File: config.mk
export PLATFORM = sky130hd
export DESIGN_NAME = bmhq_cell
export DESIGN_NICKNAME = d
export VERILOG_FILES = /design/src/hdl/bmhq_pkg.sv /design/src/hdl/bmhq_cell.sv
export SDC_FILE = /design/constraint.sdc
export NUM_CORES = 1
export LEC_CHECK = 0
export BUFFER_PORTS_ARGS = -buffer_cell sky130_fd_sc_hd__buf_2
export CORE_UTILIZATION = 35
export CTS_CLUSTER_DIAMETER = 120
export CTS_CLUSTER_SIZE = 40
export DETAILED_ROUTE_END_ITERATION = 10
export PLACE_DENSITY = 0.71
export RECOVER_POWER = 50
export SETUP_SLACK_MARGIN = 0.3
export SYNTH_ARGS = -nofsm -noshare
export SYNTH_HDL_FRONTEND = slang
export SYNTH_SLANG_ARGS = --single-unit
File: constraint.sdc
create_clock -name i_clk -period 4.65 [get_ports i_clk]
set_input_delay 0.2325 -clock i_clk [delete_from_list [all_inputs] [get_ports i_clk]]
set_output_delay 0.2325 -clock i_clk [all_outputs]
set_load 0.1 [all_outputs]
File: src/hdl/bmhq_pkg.sv
// Shared types and codes for the binary max-heap queue.
// Used by bmhq_cell and binary_max_heap_queue; depends on nothing.
package bmhq_pkg;

    localparam int VALUE_W = 32;
    localparam int COUNT_W = 7;

    localparam logic KIND_PUSH = 1'b0;
    localparam logic KIND_POP  = 1'b1;

    typedef enum logic [1:0] {
        ERR_OK    = 2'd0,
        ERR_EMPTY = 2'd1,
        ERR_FULL  = 2'd2
    } t_err;

    typedef struct packed {
        logic push;
        logic pop;
    } t_cell_ctl;

endpackage

File: src/hdl/bmhq_cell.sv
// One storage cell of the sorted row that holds the queue contents.
// Depends on bmhq_pkg for the control struct.
module bmhq_cell #(
    parameter int DATA_WIDTH = 32,
    parameter int CNT_W      = 7,
    parameter int INDEX      = 0
) (
    input  logic                         i_clk,
    input  bmhq_pkg::t_cell_ctl          i_ctl,
    input  logic [CNT_W-1:0]             i_count,
    input  logic signed [DATA_WIDTH-1:0] i_new_value,
    input  logic signed [DATA_WIDTH-1:0] i_prev_value,
    input  logic                         i_prev_take,
    input  logic signed [DATA_WIDTH-1:0] i_next_value,
    output logic signed [DATA_WIDTH-1:0] o_value,
    output logic                         o_take
);

    logic signed [DATA_WIDTH-1:0] r_value;
    logic signed [DATA_WIDTH-1:0] n_value;
    logic                         occupied;

    // The row is sorted with the largest value in cell zero, so the cells that
    // take part in a push form a contiguous tail of the row.
    assign occupied = CNT_W'(INDEX) < i_count;
    assign o_take   = !occupied || (i_new_value > r_value);
    assign o_value  = r_value;

    always_comb begin
        n_value = r_value;
        if (i_ctl.push) begin
            if (o_take) begin
                n_value = i_prev_take ? i_prev_value : i_new_value;
            end
        end else if (i_ctl.pop) begin
            n_value = i_next_value;
        end
    end

    always_ff @(posedge i_clk) begin
        r_value <= n_value;
    end

endmodule
Yosys cells after proc, flatten, opt, wreduce, memory -nomap -nowiden
Index checks and enable logic that the tools add are counted.

cells by class
  equality and inequality tests = 1
  reductions and logical operators = 4
  $lt $le $gt $ge = 2
  multiplexer cells = 4

operators with widths
  kind                                                       number
  2-to-1 mux 32 bit                                          4
  greater-than comparator 32 bit                             1
  less-than comparator 1 x 7 -> 1 bit, first input constant  1
  != test 2 x 1 -> 1 bit, second input constant              1
  AND reduction 2 bit                                        1
  nonzero test 2 bit                                         1
  logical NOT 1 bit                                          1
  logical OR 1 bit                                           1

word-level totals
  output and inout port bits = 33
  register bits after elaboration = 32

Logic depth before layout (Yosys ltp)
Gate-level depths: netlist (run 1).

  depth in word-level cells = 5
  mapped depth = 8
  mapped depth without buffers = 8

Worst setup path before layout (run 1)
OpenSTA, ideal clock, no wires.

  path kind = reg2reg
  from = register r_value[14] (netlist: o_value[14])
  to = register r_value[0] (netlist: o_value[0]) (enable)
  buffers on the path = 0
  setup time = 0.425 ns
  data arrival time = 3.598 ns
  cell stages (with the launch flop) = 8
  slack = 0.627 ns
  path through = edfxtp_1 inv_1 ha_1 nand4_2 nor4_2 a211oi_1 o211a_1 o21ai_1

between the ends
  cells in the longest elaborated chain, start to end = 4

RTL lines
  what                                     line             source
  start: declaration                       bmhq_cell.sv:19  logic signed [DATA_WIDTH-1:0] r_value;
  start signal: assignment                 bmhq_cell.sv:41  r_value <= n_value;
  greater-than comparator 32 bit           bmhq_cell.sv:26  assign o_take = !occupied || (i_new_value > r_value);
  logical OR 1 bit                         bmhq_cell.sv:26
  != test 2 x 1 -> 1 bit (no source line)  -
  AND reduction 2 bit (no source line)     -

No other way between the ends.
A chain may end at the register's enable or synchronous reset.

Final worst setup path (run 1)
  from = register r_value[14] (netlist: o_value[14])
  to = register r_value[30] (netlist: o_value[30]) (enable)

Same word-level chain as after synthesis.

==> results of run 1 <==
==> per-layer routing <==
metal | vias up | global-route usage
met5 | - | 0
met4 | 0 | 0.0409
met3 | 2 | 0.0324
met2 | 72 | 0.297
met1 | 1060 | 0.207
li1 | 1219 | -
==> stage by stage <==
step / std cells / hold WS [ns] / setup slack (ns) / cell area, sq um / utilization
3_5_place_dp: 488 / 0.557 / 1.74 / 3280 / 0.480
2_1_floorplan: 263 / 0.458 / 0.627 / 2490 / -
5_1_grt: 496 / 0.273 / 1.59 / 3320 / 0.486
4_1_cts: 496 / 0.263 / 1.73 / 3360 / 0.492
3_3_place_gp: 488 / 0.553 / 1.80 / 3280 / 0.480
6_report: 496 / 0.273 / 1.80 / 3320 / 0.486
==> tightest hold or removal path, cell delays in order <==
cell     delay [ns]
buf_2          0.07
nor2_1         0.03
a21oi_1        0.09
==> report_power, final <==
group | internal, W | switching, W | total [W]
Sequential | 0.000365 | 0.0000157 | 0.000380
Clock | 0.000104 | 0.0000977 | 0.000202
Combinational | 0.000121 | 0.000395 | 0.000517
==> area by class of cell <==
cell class | count | area [sq um]
fill | 698 | 3510
multi-input combinational | 186 | 1370
sequential | 32 | 961
timing repair buffer | 140 | 662
inverter | 34 | 128
tap | 96 | 120
clock buffer | 7 | 76.3
clock inverter | 1 | 3.75
==> kinds of logic after synthesis <==
family,Yosys count
compound gates,62
fa+ha+maj,32
buf+inv,45
flops,32
mux,32
simple gates,60
==> path summary, 6_finish.rpt <==
path               startpoint           to  cells after the start
max               o_value[14]  o_value[30]                      7
min          i_next_value[25]  o_value[25]                      3
max reg2reg       o_value[14]  o_value[30]                      7
min reg2reg        o_value[0]   o_value[9]                      5
==> layout by cell type (no fill, tap or decap), types with 2 or more instances in the layout <==
cell / synthesis / layout
nor2_1: 34 / 34
ha_1: 32 / 32
a21oi_1: 45 / 45
nand2_1: 8 / 8
o21ai_0: 4 / 4
clkbuf_1: 6 / 35
a21o_1: 3 / 3
o211a_1: 2 / 2
nand3_1: 5 / 5
mux2i_1: 32 / 32
buf_2: 3 / 106
a211oi_1: 2 / 2
nor4_2: 2 / 2
nand4_1: 5 / 5
inv_1: 34 / 34
edfxtp_1: 32 / 32
clkbuf_8: 0 / 5
==> results.toml, run 1 <==
[synthesis]
cell_count_after_synthesis = 263
post_synth_xor_area_fraction = 0
synth_top_cells_by_area = "edfxtp_1 (39%), ha_1 (16%), mux2i_1 (13%), a21oi_1 (9.0%), inv_1 (5.1%)"
synth-async-reset-ratio = 0
synthMostInstantiatedCell = "a21oi_1"
syn-num-nets = 402
syn_area_sq_um = 2490
postSynthAreaPerCell_sq_um = 9.47
ys_seq_elements = 32
synth_seq_area_share = 0.386
yosys.area.top_type_share = 0.386
netlist_top_cells_count = "a21oi_1 (45), inv_1 (34), nor2_1 (34)"
number_of_flops_mapped_to_enable_cells_by_yosys = 32
yosys_warnings = 0
synth_adder_area_share = 0.161
largest_family_of_logic_cells_by_synthesized_area = "adder cells"
yosys-mux-area-fraction = 0.129
largest_area_contributor_in_the_synthesized_netlist = "edfxtp_1"
postSynth.topFlopCell = "edfxtp_1"
post_synth_num_cell_types = 28
synth-simple-area-share = 0.114
synth_compound_gate_area_share = 0.141

[power_and_ir_drop]
power_density_nw_per_um2 = 331
maximum_vdd_drop_uv = 192
p_leak_nw = 1.67
post-layout-total-power_w = 0.00110

[worst_setup_path]
timing.reg2reg.setup_slack_ns = 1.80
timing.critical_path.to_type = "flip-flop"
cpMaxStageDelayCell = "o21ai_4"
slowest_delay_ns = 0.82
cp.buffers_inverters = 1
critical_path.max_fanout = 32
critical-path-top-delay-family = "compound AO/OA/AOI/OAI gates"
endpoint_arrival_time_on_the_critical_path_ns = 2.74
worstPathCellList = "inv_1 > ha_1 > nand4_2 > nor4_2 > a211oi_1 > o211a_1 > o21ai_4"
setup.worst_path.class = "flip-flop to flip-flop"
start_kind = "flip-flop"
worst-endpoint-required_ns = 4.54

[timing]
setup_viol_count_final = 0
hold_violations = 0
worst_slew_margin_rel = -0.540
report.final.slew_viol_count = 33
grt_setup_unrepaired = "no"
finalSetupTns_ns = 0
maxClockFrequency_mhz = 351
layout_min_cycle_time_ns = 2.85
slew_of_the_pin_with_the_lowest_slew_margin_ns = 2.31
fin_crit_sh = 0.612
fin_worst_skew_ns = 0.00573

[route]
route.met3.wl_um = 332
drt-total-wl_um = 6060
wirelength_met1_um = 2660
first_iter_violations = 60
detailedRoute.firstPassIterationCount = 4
drc = 0
dr_total_vias = 2353
maxUsedRoutingLayer = "met4"
route.detailed.wl_per_inst_um = 12.2
wl_met2_um = 3040
antenna_violating_nets_post_route = 0
detail_route.vias_per_cell = 4.74

[floorplan]
floorplan.die_area_sq_um = 7460
placementRows = 30
num_io_pins = 140
floorplan.initialDensity = 0.364
floorplan.die.width_um = 86.3
chipHeight_um = 86.3
placeableCoreArea_sq_um = 6830

[clock_network]
cts_htree_levels = 2
clock_latency_ns = 0.27
cts_tree = "yes"
cts_resized = 0
worst_setup_hold_path_clk_slew_ns = 0.07
tritoncts_num_sinks = 32
post_cts.repair.setup_buffers = 0
cts_root_buffer = "clkbuf_8"
cts_made_buffers = 5
clock_path_buffers = 2
cts_hold_buf = 0

[global_routing]
grt_antenna_before_repair = 0
global_route_wire_length_before_repair_um = 9650
grt_start_max_net_pins = 68
first_global_vias = 2162
gr-total-overflow = 0
global_route.usage.total = 0.167

[finish]
layout-area-overhead-vs-synth_pct = 33.3
largest_register_ff_count = 32
share_of_cells_above_drive_strength_1 = 0.293
antennaDiodeCount = 0
final_net_count = 538

[flow_run]
cap_viol_max_count = 1

[run_status]
outcome = "finished with violations"
failed_checks = "capacitance limit, slew limit"

[worst_hold_path]
holdCritPathClass = "input port to flip-flop"

[placement]
dp_hpwl_um = 4950
port_buffers = 139
finalWeightedCongestion = 0.795
Note: power is estimated with default switching activity, not from simulation.
==> run 2: changes to the inputs <==
--- a/config.mk
+++ b/config.mk
@@ -10,7 +10,7 @@
 export CTS_CLUSTER_DIAMETER = 120
 export CTS_CLUSTER_SIZE = 40
 export DETAILED_ROUTE_END_ITERATION = 10
-export PLACE_DENSITY = 0.71
+export PLACE_DENSITY = 0.73
 export RECOVER_POWER = 50
 export SETUP_SLACK_MARGIN = 0.3
 export SYNTH_ARGS = -nofsm -noshare
==> constraint.sdc (replaced) <==
create_clock -name i_clk -period 2.5 [get_ports i_clk]
set_input_delay 0.125 -clock i_clk [delete_from_list [all_inputs] [get_ports i_clk]]
set_output_delay 0.125 -clock i_clk [all_outputs]
set_load 0.1 [all_outputs]
==> results.toml, run 2 (synthesis gave the netlist of run 1 again) <==
[run_status]
outcome = "finished, final reports clean"

[timing]
slew_of_the_pin_with_the_lowest_slew_margin_ns = 1.21
worst_slew_margin_rel = 0.194
fin_crit_sh = 0.934
worst_slack_ns = 0.164
fin_worst_skew_ns = 0.00601
layout_min_cycle_time_ns = 2.34
finalSetupTns_ns = 0
hold_violations = 0
worst_hold_slack_ns = 0.163
setup_viol_count_final = 0
maxClockFrequency_mhz = 428
report.final.slew_viol_count = 0
grt_setup_unrepaired = "yes"

[worst_hold_path]
holdCritPathClass = "input port to flip-flop"
hold_path.startpoint = "i_next_value[18]"
hold_path_depth = 3
hold_end = "o_value[18]"

[floorplan]
floorplan.initialDensity = 0.364
placeableCoreArea_sq_um = 6830
floorplan.die.width_um = 86.3
placementRows = 30
floorplan.die_area_sq_um = 7460
chipHeight_um = 86.3
num_io_pins = 140

[clock_network]
cts_tree = "yes"
cts_root_buffer = "clkbuf_8"
cts_htree_levels = 2
tritoncts_num_sinks = 32
clock_latency_ns = 0.28
cts_made_buffers = 5
clock_path_buffers = 2
worst_setup_hold_path_clk_slew_ns = 0.07
cts_hold_buf = 0

[finish]
share_of_cells_above_drive_strength_1 = 0.375
layout-area-overhead-vs-synth_pct = 45.3
antennaDiodeCount = 0
most-common-layout-cells = "buf_2 (120), a21oi_1 (45), nor2_1 (34)"
finalInstanceArea_sq_um = 3620
largest_register_ff_count = 32
most_frequent_standard_cell_in_the_layout_excluding_fill_and_tap_cells = "buf_2"
final_net_count = 549

[worst_setup_path]
timing.rr.start = "o_value[13]"
critical_path.max_fanout = 8
cpMaxStageDelayCell = "edfxtp_1"
start_kind = "flip-flop"
timing.critical_path.to_type = "flip-flop"
endpoint_arrival_time_on_the_critical_path_ns = 2.33
timing.reg2reg.setup_slack_ns = 0.16
slowest_delay_ns = 0.35
timing.reg2reg.worst_path_depth = 9
worst-endpoint-required_ns = 2.49
critical-path-top-delay-family = "compound AO/OA/AOI/OAI gates"
cp.buffers_inverters = 3
worstPathCellList = "inv_1 > ha_4 > nand4_4 > nor4_4 > a211oi_2 > o211a_1 > o21ai_4 > buf_6 > buf_12"
r2r-end = "o_value[1]"
setup.worst_path.class = "flip-flop to flip-flop"

[power_and_ir_drop]
p_leak_nw = 1.80
maximum_vdd_drop_uv = 270
post-layout-total-power_w = 0.00217
pwr-share-seq = 0.325
power.share.clock = 0.175
comb_power_share = 0.500
power_density_nw_per_um2 = 601
total_switching_power_w = 0.000992
sw_frac_of_total = 0.457
cellInternalPower_w = 0.00118

[route]
drt-total-wl_um = 6480
route.detailed.wl_per_inst_um = 12.8
detailedRoute.firstPassIterationCount = 4
detail_route.vias_per_cell = 4.78
antenna_violating_nets_post_route = 0
first_iter_violations = 70
dr_total_vias = 2424
drc = 0

[placement]
dp_hpwl_um = 5170
port_buffers = 139
placed_area_sq_um = 3330
place_ws_ns = 0.162
finalWeightedCongestion = 0.768

[global_routing]
grt_start_max_net_pins = 39
first_global_vias = 2345
global_route.usage.total = 0.179
grt_antenna_before_repair = 0
global_route_wire_length_before_repair_um = 10300
gr-total-overflow = 0

[flow_run]
cap_viol_max_count = 0
[run 2: cell count changes in the layout (fill, tap and decap cells not counted), sizes merged]
cell    before  now
buf        107  132
clkbuf      40   26
[run 2: worst max path at each step]
stage	start	endpoint	depth (start not counted)
5_1_grt	o_value[25]	o_value[1]	9
6_report	o_value[13]	o_value[1]	9
3_5_place_dp	o_value[5]	o_value[9]	9
4_1_cts	o_value[5]	o_take	9
3_3_place_gp	o_value[7]	o_value[8]	8
2_1_floorplan	o_value[5]	o_value[0]	8
[run 2: what timing repair did]
action,4_1_cts,5_1_grt
setup endpoints to repair,33,33
endpoints found under the hold margin,0,0
gates cloned,1,0
gates resized for setup,16,2
pin swaps,4,2
setup buffers,6,1
[run 2: worst reg2reg max path: cells and delay by family, from the launching register on]
family	cells	cell delay (ns)
flip-flops	1	0.35
buffers and inverters	3	0.33
AO/OA/AOI/OAI	3	0.64
AND/OR/NAND/NOR	2	0.44
adder cells (fa/ha/maj)	1	0.29
[run 2: metrics by stage]
stage | instances | util
CTS | 506 | 0.528
floorplan | 263 | -
global route | 507 | 0.529
detailed placement | 491 | 0.488
global placement | 491 | 0.488
finish | 507 | 0.529
[run 2: final cells by class]
type                       count  area, sq um
fill                         680         3210
multi-input combinational    186         1490
sequential                    32          961
timing repair buffer         151          837
inverter                      34          128
tap                           96          120
clock buffer                   7         76.3
clock inverter                 1         3.75
[run 2: power by group through the flow]
stage	registers (W)	clock network, W	logic [W]
after floorplan	0.00116	0	0.000313
after global placement	0.000714	0	0.000999
after detailed placement	0.000717	0	0.00101
after CTS	0.000706	0.000395	0.00109
after global routing	0.000714	0.000422	0.00116
final	0.000707	0.000380	0.00109
[run 2: per-layer routing]
metal / up-vias / routed length [um] / global-route usage
met5: - / 0 / 0
met4: 0 / 68 / 0.0500
met3: 6 / 400 / 0.0438
met2: 88 / 3220 / 0.318
met1: 1093 / 2780 / 0.214
li1: 1237 / - / -
